==> config.mk <==
export PLATFORM = sky130hd
export DESIGN_NAME = ycbcr_glow_blend_modes_core
export DESIGN_NICKNAME = d
export VERILOG_FILES = /design/src/sv/ygb_pkg.sv /design/src/sv/ygb_div.sv /design/src/sv/ycbcr_glow_blend_modes_core.sv
export SDC_FILE = /design/constraint.sdc
export NUM_CORES = 2
export LEC_CHECK = 0
export ABC_AREA = 1
export BUFFER_PORTS_ARGS = -buffer_cell sky130_fd_sc_hd__buf_4
export CORE_MARGIN = 5
export CORE_UTILIZATION = 40
export DETAILED_ROUTE_END_ITERATION = 10
export REMOVE_ABC_BUFFERS = 1
export SKIP_LAST_GASP = 1
export SLEW_MARGIN = 20
export SYNTH_ARGS = -nofsm -noshare
export SYNTH_HDL_FRONTEND = slang
export SYNTH_HIERARCHICAL = 1
export SYNTH_SLANG_ARGS = --single-unit
==> constraint.sdc <==
create_clock -name clk -period 23.3 [get_ports clk]
set_clock_uncertainty 0.15 [all_clocks]
set_input_delay 1.165 -clock clk [delete_from_list [all_inputs] [get_ports clk]]
set_output_delay 1.165 -clock clk [all_outputs]
set_load 0.05 [all_outputs]
==> src/sv/ygb_pkg.sv <==
// ----------------------------------------------------------------------------
// ygb_pkg
// Types, constants and helper functions shared by the YCbCr glow blend core.
// ----------------------------------------------------------------------------
package ygb_pkg;

	// Configuration port
	localparam int CFG_AW = 1;
	localparam int CFG_DW = 8;
	localparam logic [CFG_AW-1:0] REG_BLEND_MODE = 1'd0;
	localparam logic [CFG_AW-1:0] REG_OPACITY    = 1'd1;

	localparam logic [2:0] BLEND_MODE_RST = 3'd3;
	localparam logic [7:0] OPACITY_RST    = 8'd25;

	// Blend modes; codes 6 and 7 fall back to simple
	typedef enum logic [2:0] {
		MODE_SIMPLE   = 3'd0,
		MODE_EXCL     = 3'd1,
		MODE_ADD      = 3'd2,
		MODE_UNFREEZE = 3'd3,
		MODE_DARKEN   = 3'd4,
		MODE_LIGHTEN  = 3'd5
	} mode_t;

	// Video range limits
	localparam logic [7:0] RANGE_LO        = 8'd16;
	localparam logic [7:0] RANGE_HI_WIDE   = 8'd240;
	localparam logic [7:0] RANGE_HI_NARROW = 8'd235;
	localparam logic [7:0] FULL_SCALE      = 8'd255;
	localparam logic [7:0] DEN_MIN         = 8'd16;
	// quotient at which 255 - q reaches the lower range limit
	localparam logic [15:0] UNF_SAT_Q      = 16'd239;

	// Channel payloads
	typedef struct packed {
		logic [7:0] orig_y;
		logic [7:0] orig_cb;
		logic [7:0] orig_cr;
		logic [7:0] blur_y;
		logic [7:0] blur_cb;
		logic [7:0] blur_cr;
	} pix_in_t;

	typedef struct packed {
		logic [7:0] out_y;
		logic [7:0] out_cb;
		logic [7:0] out_cr;
	} pix_out_t;

	// Stage 1: raw pixel plus all first-level products
	typedef struct packed {
		logic [2:0]         mode;
		logic               hit;
		pix_in_t            pix;
		logic [15:0]        p_oy;
		logic [15:0]        p_by;
		logic [15:0]        p_ocb;
		logic [15:0]        p_bcb;
		logic [15:0]        p_ocr;
		logic [15:0]        p_bcr;
		logic [15:0]        p_sim;
		logic [15:0]        p_o2k;
		logic signed [15:0] cp_cb;
		logic signed [15:0] cp_cr;
	} st1_t;

	// Stage 2: preselected result, exclusive luma still pending
	typedef struct packed {
		logic [2:0]  mode;
		logic [7:0]  ya;
		logic [7:0]  yb;
		logic [15:0] ey_prod;
		pix_out_t    res;
	} st2_t;

	// Stage 3..5: final result for all modes but unfreeze
	typedef struct packed {
		logic     unf;
		pix_out_t res;
	} st3_t;

	// Restoring divider state
	typedef struct packed {
		logic [15:0] num;
		logic [7:0]  den;
		logic [7:0]  rem;
		logic [15:0] quo;
	} div_t;

	// Four quotient bits of restoring division
	function automatic div_t div_step4(div_t x);
		div_t       y;
		logic [8:0] t;
		int         i;
		y = x;
		for (i = 0; i < 4; i++) begin
			t = {y.rem, y.num[15]};
			y.num = {y.num[14:0], 1'b0};
			if (t >= {1'b0, y.den}) begin
				y.rem = 8'(t - {1'b0, y.den});
				y.quo = {y.quo[14:0], 1'b1};
			end else begin
				y.rem = t[7:0];
				y.quo = {y.quo[14:0], 1'b0};
			end
		end
		return y;
	endfunction

	// Clamp a small signed value into [lo, hi]
	function automatic logic [7:0] clamp12(logic signed [11:0] v, logic [7:0] lo,
			logic [7:0] hi);
		logic [7:0] r;
		if (v < $signed({4'b0, lo})) begin
			r = lo;
		end else if (v > $signed({4'b0, hi})) begin
			r = hi;
		end else begin
			r = v[7:0];
		end
		return r;
	endfunction

	// Unfreeze tail: clamp(255 - q, 16, hi)
	function automatic logic [7:0] unf_clamp(logic [15:0] q, logic [7:0] hi);
		logic [7:0] v;
		logic [7:0] r;
		v = 8'(FULL_SCALE - q[7:0]);
		if (q >= UNF_SAT_Q) begin
			r = RANGE_LO;
		end else if (v > hi) begin
			r = hi;
		end else begin
			r = v;
		end
		return r;
	endfunction

endpackage

==> src/sv/ygb_div.sv <==
// ----------------------------------------------------------------------------
// ygb_div
// Pipelined 16 by 8 bit restoring divider, four quotient bits per stage.
// ----------------------------------------------------------------------------
module ygb_div
	import ygb_pkg::*;
(
	input  logic        clk,
	input  logic [4:0]  en,
	input  logic [15:0] num,
	input  logic [7:0]  den,
	output logic [15:0] quo
);

	div_t dv_s1, dv_s2, dv_s3, dv_s4, dv_s5;
	div_t ld_s1;

	always_comb begin
		ld_s1.num = num;
		ld_s1.den = den;
		ld_s1.rem = '0;
		ld_s1.quo = '0;
	end

	// load, then four steps of four bits
	always_ff @(posedge clk) begin
		if (en[0]) dv_s1 <= ld_s1;
		if (en[1]) dv_s2 <= div_step4(dv_s1);
		if (en[2]) dv_s3 <= div_step4(dv_s2);
		if (en[3]) dv_s4 <= div_step4(dv_s3);
		if (en[4]) dv_s5 <= div_step4(dv_s4);
	end

	assign quo = dv_s5.quo;

endmodule

==> src/sv/ycbcr_glow_blend_modes_core.sv <==
// ----------------------------------------------------------------------------
// ycbcr_glow_blend_modes_core
// Blends an original YCbCr pixel with its blurred counterpart under the
// configured mode and opacity.
// ----------------------------------------------------------------------------
// Throughput: one pixel per clock while mix_stall is low; six register stages,
//   the depth set by the unfreeze divider. Stages hold on stall and fill
//   bubbles.
// Reset: all valid bits clear, blend_mode = 3, opacity = 25.
module ycbcr_glow_blend_modes_core
	import ygb_pkg::*;
(
	input  logic              clk,
	input  logic              arst_n,
	input  logic              pix_valid,
	output logic              pix_stall,
	input  pix_in_t           pix,
	output logic              mix_valid,
	input  logic              mix_stall,
	output pix_out_t          mix,
	input  logic              cfg_we,
	input  logic [CFG_AW-1:0] cfg_addr,
	input  logic [CFG_DW-1:0] cfg_wdata
);

	logic [2:0] blend_mode_q;
	logic [7:0] opacity_q;

	logic valid_s1, valid_s2, valid_s3, valid_s4, valid_s5, valid_s6;
	logic en1, en2, en3, en4, en5, en6;

	st1_t     data_s1;
	st2_t     data_s2;
	st3_t     data_s3, data_s4, data_s5;
	pix_out_t data_s6;

	// Configuration registers
	always_ff @(posedge clk or negedge arst_n) begin
		if (!arst_n) begin
			blend_mode_q <= BLEND_MODE_RST;
			opacity_q    <= OPACITY_RST;
		end else if (cfg_we) begin
			case (cfg_addr)
				REG_BLEND_MODE: blend_mode_q <= cfg_wdata[2:0];
				REG_OPACITY:    opacity_q    <= cfg_wdata;
				default:        ;
			endcase
		end
	end

	// Stage enables: a stage loads when empty or when its successor moves
	assign en6 = !valid_s6 || !mix_stall;
	assign en5 = !valid_s5 || en6;
	assign en4 = !valid_s4 || en5;
	assign en3 = !valid_s3 || en4;
	assign en2 = !valid_s2 || en3;
	assign en1 = !valid_s1 || en2;
	assign pix_stall = !en1;

	always_ff @(posedge clk or negedge arst_n) begin
		if (!arst_n) begin
			valid_s1 <= 1'b0;
			valid_s2 <= 1'b0;
			valid_s3 <= 1'b0;
			valid_s4 <= 1'b0;
			valid_s5 <= 1'b0;
			valid_s6 <= 1'b0;
		end else begin
			if (en1) valid_s1 <= pix_valid;
			if (en2) valid_s2 <= valid_s1;
			if (en3) valid_s3 <= valid_s2;
			if (en4) valid_s4 <= valid_s3;
			if (en5) valid_s5 <= valid_s4;
			if (en6) valid_s6 <= valid_s5;
		end
	end

	// Stage A: first-level products, squares and divisors
	logic [7:0]        o1, o2, ty_abs, ncb, ncr;
	logic signed [7:0] ca_cb, cb_cb, ca_cr, cb_cr;
	logic [15:0]       sq_y, sq_cb, sq_cr;
	logic [7:0]        den_y, den_cb, den_cr;
	st1_t              nx_s1;

	always_comb begin
		o1     = opacity_q;
		o2     = ~opacity_q;
		ty_abs = (o1 >= pix.blur_y) ? 8'(o1 - pix.blur_y) : 8'(pix.blur_y - o1);
		ncb    = ~pix.blur_cb;
		ncr    = ~pix.blur_cr;
		sq_y   = ty_abs * ty_abs;
		sq_cb  = ncb * ncb;
		sq_cr  = ncr * ncr;
		den_y  = (pix.orig_y  < DEN_MIN) ? DEN_MIN : pix.orig_y;
		den_cb = (pix.orig_cb < DEN_MIN) ? DEN_MIN : pix.orig_cb;
		den_cr = (pix.orig_cr < DEN_MIN) ? DEN_MIN : pix.orig_cr;
		// chroma minus offset as signed values
		ca_cb  = $signed(pix.orig_cb ^ 8'h80);
		cb_cb  = $signed(pix.blur_cb ^ 8'h80);
		ca_cr  = $signed(pix.orig_cr ^ 8'h80);
		cb_cr  = $signed(pix.blur_cr ^ 8'h80);

		nx_s1.mode  = blend_mode_q;
		nx_s1.hit   = ((blend_mode_q == MODE_DARKEN)  && (pix.orig_y > pix.blur_y)) ||
		              ((blend_mode_q == MODE_LIGHTEN) && (pix.orig_y < pix.blur_y));
		nx_s1.pix   = pix;
		nx_s1.p_oy  = pix.orig_y  * o1;
		nx_s1.p_by  = pix.blur_y  * o2;
		nx_s1.p_ocb = pix.orig_cb * o1;
		nx_s1.p_bcb = pix.blur_cb * o2;
		nx_s1.p_ocr = pix.orig_cr * o1;
		nx_s1.p_bcr = pix.blur_cr * o2;
		nx_s1.p_sim = pix.blur_y  * o1;
		nx_s1.p_o2k = o2 * FULL_SCALE;
		nx_s1.cp_cb = ca_cb * cb_cb;
		nx_s1.cp_cr = ca_cr * cb_cr;
	end

	always_ff @(posedge clk) begin
		if (en1) data_s1 <= nx_s1;
	end

	// Unfreeze dividers, one per channel
	logic [15:0] quo_y, quo_cb, quo_cr;
	logic [4:0]  div_en;

	assign div_en = {en5, en4, en3, en2, en1};

	ygb_div u_div_y (
		.clk (clk), .en (div_en), .num (sq_y),  .den (den_y),  .quo (quo_y)
	);
	ygb_div u_div_cb (
		.clk (clk), .en (div_en), .num (sq_cb), .den (den_cb), .quo (quo_cb)
	);
	ygb_div u_div_cr (
		.clk (clk), .en (div_en), .num (sq_cr), .den (den_cr), .quo (quo_cr)
	);

	// Stage B: second products and per-mode results
	logic signed [11:0] ex_cb, ex_cr, ad_y, ad_cb, ad_cr;
	logic [15:0]        dl_y, dl_cb, dl_cr, sim_p;
	logic [7:0]         sim_y;
	st2_t               nx_s2;

	always_comb begin
		ex_cb = 12'($signed(data_s1.pix.orig_cb ^ 8'h80)) +
		        12'($signed(data_s1.pix.blur_cb ^ 8'h80)) -
		        12'(data_s1.cp_cb >>> 8) + 12'sd128;
		ex_cr = 12'($signed(data_s1.pix.orig_cr ^ 8'h80)) +
		        12'($signed(data_s1.pix.blur_cr ^ 8'h80)) -
		        12'(data_s1.cp_cr >>> 8) + 12'sd128;
		ad_y  = $signed(12'({3'b0, data_s1.p_oy[15:7]}) +
		        12'({2'b0, data_s1.p_by[15:7], 1'b0}) - 12'd255);
		ad_cb = $signed(12'({4'b0, data_s1.pix.orig_cb}) +
		        12'({3'b0, data_s1.pix.blur_cb, 1'b0}) - 12'd255);
		ad_cr = $signed(12'({4'b0, data_s1.pix.orig_cr}) +
		        12'({3'b0, data_s1.pix.blur_cr, 1'b0}) - 12'd255);
		dl_y  = data_s1.p_oy  + data_s1.p_by;
		dl_cb = data_s1.p_ocb + data_s1.p_bcb;
		dl_cr = data_s1.p_ocr + data_s1.p_bcr;
		sim_p = data_s1.p_sim + data_s1.p_o2k;
		sim_y = {1'b0, data_s1.pix.orig_y[7:1]} + {1'b0, sim_p[15:9]};

		nx_s2.mode    = data_s1.mode;
		nx_s2.ya      = data_s1.p_oy[15:8];
		nx_s2.yb      = data_s1.p_by[15:8];
		nx_s2.ey_prod = data_s1.p_oy[15:8] * data_s1.p_by[15:8];

		case (data_s1.mode)
			MODE_EXCL: begin
				nx_s2.res.out_y  = '0;
				nx_s2.res.out_cb = clamp12(ex_cb, RANGE_LO, RANGE_HI_NARROW);
				nx_s2.res.out_cr = clamp12(ex_cr, RANGE_LO, RANGE_HI_NARROW);
			end
			MODE_ADD: begin
				nx_s2.res.out_y  = clamp12(ad_y,  RANGE_LO, RANGE_HI_NARROW);
				nx_s2.res.out_cb = clamp12(ad_cb, RANGE_LO, RANGE_HI_WIDE);
				nx_s2.res.out_cr = clamp12(ad_cr, RANGE_LO, RANGE_HI_WIDE);
			end
			MODE_UNFREEZE: begin
				// replaced by the divider outputs at the last stage
				nx_s2.res = '0;
			end
			MODE_DARKEN, MODE_LIGHTEN: begin
				if (data_s1.hit) begin
					nx_s2.res.out_y  = dl_y[15:8];
					nx_s2.res.out_cb = dl_cb[15:8];
					nx_s2.res.out_cr = dl_cr[15:8];
				end else begin
					nx_s2.res.out_y  = data_s1.pix.orig_y;
					nx_s2.res.out_cb = data_s1.pix.orig_cb;
					nx_s2.res.out_cr = data_s1.pix.orig_cr;
				end
			end
			default: begin
				nx_s2.res.out_y  = sim_y;
				nx_s2.res.out_cb = data_s1.pix.orig_cb;
				nx_s2.res.out_cr = data_s1.pix.orig_cr;
			end
		endcase
	end

	always_ff @(posedge clk) begin
		if (en2) data_s2 <= nx_s2;
	end

	// Stage C: exclusive luma
	logic signed [11:0] ex_y;
	st3_t               nx_s3;

	always_comb begin
		ex_y = $signed(12'(data_s2.ya) + 12'(data_s2.yb) - 12'(data_s2.ey_prod[15:8]));
		nx_s3.unf = (data_s2.mode == MODE_UNFREEZE);
		nx_s3.res = data_s2.res;
		if (data_s2.mode == MODE_EXCL) begin
			nx_s3.res.out_y = clamp12(ex_y, RANGE_LO, RANGE_HI_WIDE);
		end
	end

	// Stages D, E carry the result alongside the divider
	always_ff @(posedge clk) begin
		if (en3) data_s3 <= nx_s3;
		if (en4) data_s4 <= data_s3;
		if (en5) data_s5 <= data_s4;
	end

	// Output stage: unfreeze tail or the carried result
	pix_out_t nx_s6;

	always_comb begin
		if (data_s5.unf) begin
			nx_s6.out_y  = unf_clamp(quo_y,  RANGE_HI_WIDE);
			nx_s6.out_cb = unf_clamp(quo_cb, RANGE_HI_NARROW);
			nx_s6.out_cr = unf_clamp(quo_cr, RANGE_HI_NARROW);
		end else begin
			nx_s6 = data_s5.res;
		end
	end

	always_ff @(posedge clk) begin
		if (en6) data_s6 <= nx_s6;
	end

	assign mix_valid = valid_s6;
	assign mix       = data_s6;

endmodule

### After elaboration in Yosys (flattened, before gate mapping)

Index checks and enable logic that the tools add are counted.

* bits in registers: 850
* output and inout port bits: 26
* word-level logic and storage cells: 395

* $add $sub $neg: 69
* multiply operators: 14
* order comparisons: 72
* equal/unequal tests: 9
* mux-type cells: 107
* bitwise operators: 12
* reduce and logical (&&, ||, !) cells: 20

Operator list (number)
* $mux W24: 83
* $ge A9 B8 Y1: 45
* $sub A8 B8 Y8: 44
* $mul A8 B8 Y16: 13
* $mux W8: 20
* $pmux W24 S4: 1
* $add A16 B16 Y16: 4
* $ge A16 B8 Y1 const B: 3
* $gt A11 B9 Y1 const B: 4
* $lt A11 B6 Y1 const B: 4
* $sub A9 B8 Y10: 3
* $add A8 B8 Y9: 3
* $ge A1 B8 Y1: 3
* $gt A8 B8 Y1 const B: 3
* $lt A8 B5 Y1 const B: 3
* $not A8 Y8: 3
* $sub A1 B8 Y8: 3
* $sub A8 B8 Y8 const A: 3
* $add A10 B9 Y11 const B: 2
* $sub A10 B8 Y11 const B: 2
* $add A8 B9 Y10: 2
* $mul A8 B8 Y16 const B: 1
* $eq A3 B3 Y1 const B: 4
* $gt A12 B9 Y1 const B: 1
* other kinds (18): 46

### Depth between registers and ports, before layout

* depth in word-level cells: 15
* gate-level depth with buffers: 46
* gate-level depth less buffers: 44

### By module

The synthesis kept the hierarchy.

By module, submodules not included
* ycbcr_glow_blend_modes_core: instances 1, cells each 5664, area an instance 47638.2 sq um
* ygb_div at u_div_cb ...: instances 2, cells each 1258, area an instance 10875.4 sq um
* ygb_div at u_div_y: instances 1, cells each 1234, area an instance 10831.6 sq um

### Worst setup path after synthesis

OpenSTA, ideal clock, no wires.

* kind: input to register
* start: in mix_stall
* end: reg data_s1[100] (netlist name), enable pin
* data arrival time: 17933 ps
* data required time: 22556 ps
* slack: 4623 ps
* cell stages on the path: 11
* path through: nand2_1 nor2_1 inv_1 nor2_1 inv_1 nor2_1 inv_1 nor2_1 inv_1 nor2_1 inv_1

* longest elaborated chain between the ends: 7

Ends and longest elaborated chain
* start: declaration: RTL line ycbcr_glow_blend_modes_core.sv:19 `input logic mix_stall,`
* $logic_not A1 Y1: RTL line ycbcr_glow_blend_modes_core.sv:52 `assign en6 = !valid_s6 || !mix_stall;`
* $logic_or A1 B1 Y1: RTL line ycbcr_glow_blend_modes_core.sv:52
* $logic_or A1 B1 Y1: RTL line ycbcr_glow_blend_modes_core.sv:53 `assign en5 = !valid_s5 || en6;`
* named net en5: RTL line ycbcr_glow_blend_modes_core.sv:30 `logic en1, en2, en3, en4, en5, en6;`
* $logic_or A1 B1 Y1: RTL line ycbcr_glow_blend_modes_core.sv:54 `assign en4 = !valid_s4 || en5;`
* named net en4: RTL line ycbcr_glow_blend_modes_core.sv:30
* $logic_or A1 B1 Y1: RTL line ycbcr_glow_blend_modes_core.sv:55 `assign en3 = !valid_s3 || en4;`
* named net en3: RTL line ycbcr_glow_blend_modes_core.sv:30
* $logic_or A1 B1 Y1: RTL line ycbcr_glow_blend_modes_core.sv:56 `assign en2 = !valid_s2 || en3;`
* named net en2: RTL line ycbcr_glow_blend_modes_core.sv:30
* $logic_or A1 B1 Y1: RTL line ycbcr_glow_blend_modes_core.sv:57 `assign en1 = !valid_s1 || en2;`
* named net en1: RTL line ycbcr_glow_blend_modes_core.sv:30
* end signal: assignment: RTL line ycbcr_glow_blend_modes_core.sv:120 `if (en1) data_s1 <= nx_s1;`
* end: declaration: RTL line ycbcr_glow_blend_modes_core.sv:32 `st1_t data_s1;`

The timed path passes the listed nets, and every way through them passes these cells.
A chain may end at the register's enable or synchronous reset.

### Final worst setup path

* start: reg u_div_y/dv_s2[25] (netlist name)
* end: reg u_div_y/dv_s3[23] (netlist name), data pin

* longest elaborated chain between the ends: 11
* elaborated cells between the ends (all ways): 15

Ends and longest elaborated chain
* start: declaration: RTL line ygb_div.sv:15 `div_t dv_s1, dv_s2, dv_s3, dv_s4, dv_s5;`
* start signal: assignment: RTL line ygb_div.sv:28 `if (en[1]) dv_s2 <= div_step4(dv_s1);`
* $sub A8 B8 Y8 or $ge A9 B8 Y1 (tied branches): RTL line ygb_pkg.sv:101, ygb_pkg.sv:100
* $mux W24: RTL line ygb_pkg.sv:100 `if (t >= {1'b0, y.den}) begin`
* $mux W24: RTL line ygb_div.sv:29 `if (en[2]) dv_s3 <= div_step4(dv_s2);`
* $sub A8 B8 Y8 or $ge A9 B8 Y1 (tied branches): RTL line ygb_pkg.sv:101, ygb_pkg.sv:100
* $mux W24: RTL line ygb_pkg.sv:100
* $mux W24: RTL line ygb_div.sv:29
* $sub A8 B8 Y8 or $ge A9 B8 Y1 (tied branches): RTL line ygb_pkg.sv:101, ygb_pkg.sv:100
* $mux W24: RTL line ygb_pkg.sv:100
* $mux W24: RTL line ygb_div.sv:29
* $sub A8 B8 Y8 or $ge A9 B8 Y1 (tied branches): RTL line ygb_pkg.sv:101, ygb_pkg.sv:100
* $mux W24 *: RTL line ygb_pkg.sv:100
* end signal: assignment: RTL line ygb_div.sv:29
* end: declaration: RTL line ygb_div.sv:15

Mark *: on every way between the ends. The rest lies on a longest branch, timed or not. The select of a mux whose other input is x is not followed.

==> flow_summary.yaml <==
drt:
  wl_met2_um: 99000
  firstDrtPassIters: 5
  top_layer: "met5"
  drc_errors: 0
  drtIter0Drc: 3706
  wl_per_cell_um: 17.0
  m1WireLength_um: 92000
  vias_per_cell: 5.05
  route.met3.wl_um: 9580
  routed_wirelength_um: 207000
  num_vias: 61612
  antenna_left: 0
yosys:
  ys_types: 81
  yosysWarnings: 6
  synth_area_sq_mm: 0.0802
  synth_top_area_share_pct: 27.9
  synth_flop_cell: "edfxtp_1"
  yosys.area.top_type: "edfxtp_1"
  synthCells: 9414
  synth_seq_cells: 763
  synth-edff-count: 746
  avgSynthCellArea_sq_um: 8.52
  synth_area_leaders: "edfxtp_1 (28%), ha_1 (16%), fa_1 (14%)"
  async_flop_share_pct: 2.23
  yosysSeqAreaShare_pct: 28.5
run:
  maxCapViolCount: 0
place:
  gp_congestion: 0.889
  io_buffers: 87
  hpwl_um: 164000
timing:
  rsz0062_at_grt: "no"
  whs_ns: 0.184
  worst_slew_pin_slew_ns: 1.10
  finalHoldViolCount: 0
  period_needed_ns: 7.59
  finalCritPeriodShare_pct: 32.6
  final.setup.tns_ns: 0
  max-slew-margin-rel_pct: 26.2
  max_freq_ghz: 0.132
  setup_viol: 0
  slew_viol_final: 0
die:
  die_w_um: 458
  die_area_sq_mm: 0.210
  rows: 164
  io_pins: 88
  die_y_um: 458
  start_util_pct: 40.2
  core-area_sq_mm: 0.200
global_routing:
  grt_pass1_wl_um: 333000
  grt_pass1_vias: 62010
  grt_max_degree: 117
  track_usage_pct: 19.6
  antenna_found_initial: 10
  overflow: 0
worst_setup_path:
  cp-endpoint: "u_div_y/dv_s3[23]"
  startpoint: "u_div_y/dv_s2[25]"
  r2r_end: "u_div_y/dv_s3[23]"
  regToRegSetupSlack_ns: 15.71
  start_kind: "register"
  r2r_start: "u_div_y/dv_s2[25]"
  crit_path_max_fanout: 13
  required_ns: 23.63
  slowest_delay_ns: 0.55
  reg2regPathDepth: 38
  critical_path_arrival_ns: 7.92
  critPathCaptureType: "register"
  timing.critical_path.mode_cell: "nand2_1"
  slowest_stage: "o21ai_0"
  crit_type: "reg2reg"
clock_tree:
  clock_latency_ns: 0.73
  cts_setup_buffers: 0
  h-tree-depth: 3
  cts_sinks: 763
  clk_path_buf_depth: 3
  cts_tree: "built"
  hold_buffers: 0
  cts_made_buffers: 93
  cts_resized: 0
  clockRootBuffer: "clkbuf_16"
  path_clk_slew_ns: 0.07
final_layout:
  drive_gt1_share_pct: 6.22
  layout_commonest_cell: "nand2_1"
  fin_nets: 11099
  syn2layout_area_growth_pct: 8.32
  nFillCells: 19432
  final_cell_mix: "nand2_1 (2,107), inv_1 (1,807), ha_1 (1,012), edfxtp_1 (746), fa_1 (573)"
min_path:
  hold_class: "in2async"
status:
  status: "complete, no violations"
[registers in the layout, indices dropped and copies added (netlist names), 25 cells and up]
register and cells:
u_div_y/dv_s3 32, data_s1 188, u_div_cb/dv_s2 32, u_div_cb/dv_s4 32, data_s2 51, u_div_y/dv_s4 32, u_div_y/dv_s2 32, data_s5 25
u_div_cb/dv_s3 32, u_div_cr/dv_s4 32, data_s4 25, u_div_cr/dv_s2 32, u_div_cr/dv_s3 32, data_s3 25
[cell usage after synthesis (21+ instances only)]
| cell type | instances |
|---|---|
| o21ai_0 | 259 |
| nand2_2 | 62 |
| nand3b_1 | 25 |
| o21bai_1 | 32 |
| nand4_1 | 132 |
| fa_1 | 573 |
| nor2_1 | 539 |
| o21ai_1 | 44 |
| nor2_2 | 26 |
| buf_1 | 21 |
| o21a_1 | 23 |
| inv_2 | 34 |
| a21o_1 | 42 |
| o21ai_2 | 45 |
| nand3_1 | 383 |
| edfxtp_1 | 746 |
| xnor2_1 | 157 |
| or2_2 | 43 |
| nand2_1 | 2107 |
| a21oi_1 | 492 |
| clkbuf_1 | 123 |
| nor3_1 | 78 |
| ha_1 | 1012 |
| o31ai_1 | 21 |
| inv_1 | 1812 |
| xor2_1 | 273 |
| a31oi_1 | 25 |
[routing by layer]
| layer | vias to the layer above | GRT usage, % |
|---|---|---|
| met3 | 303 | 2.25 |
| met1 | 29508 | 25.8 |
| met4 | 2 | 6.01 |
| li1 | 30440 | - |
| met5 | - | 0 |
| met2 | 1359 | 33.9 |
[kinds of logic after synthesis]
family / share of synthesized area [%]
compound gates: 8.13
fa+ha+maj: 30.1
other cells: 0.00467
flops: 28.5
xor+xnor: 4.71
simple gates: 18.8
buf+inv: 9.78
mux: 0.0125
[cell type report]
cell class / instances / area, sq um / share of cell area (%)
antenna: 5 / 12.5 / 0.0144
clock buffer: 102 / 2380 / 2.74
clock inverter: 73 / 907 / 1.04
inverter: 1861 / 7030 / 8.09
multi-input combinational: 6619 / 49500 / 57.0
sequential: 763 / 22800 / 26.3
tap: 2656 / 3320 / 3.82
timing repair buffer: 114 / 856 / 0.985
[stage by stage]
step	cells	area (sq um)	util (%)	setup WS [ns]
global placement	12013	83600	41.9	16.02
floorplan	9243	79400	-	4.62
global route	12189	86900	43.5	15.00
CTS	12188	86900	43.5	15.72
detailed placement	12013	83600	41.9	15.76
finish	12193	86900	43.5	15.71
[critical path, delay by kind of cell (launching register included)]
family / cells / cell delay, ns
buf+inv: 5 / 0.71
fa+ha+maj: 4 / 1.15
simple gates: 20 / 2.37
flops: 1 / 0.47
compound gates: 9 / 2.47
[worst min-delay path by stage]
stage | slack (ns) | cells after the start | endpoint
5_1_grt | 0.18 | 1 | blend_mode_q[2]
3_3_place_gp | 0.25 | 0 | data_s5[12]
2_1_floorplan | 0.25 | 0 | data_s3[0]
4_1_cts | 0.14 | 1 | blend_mode_q[2]
3_5_place_dp | 0.25 | 0 | data_s3[1]
6_report | 0.18 | 1 | blend_mode_q[2]
Power is not shown: default switching activity piles up to over one toggle a cycle in this logic, so the estimate is an artifact.
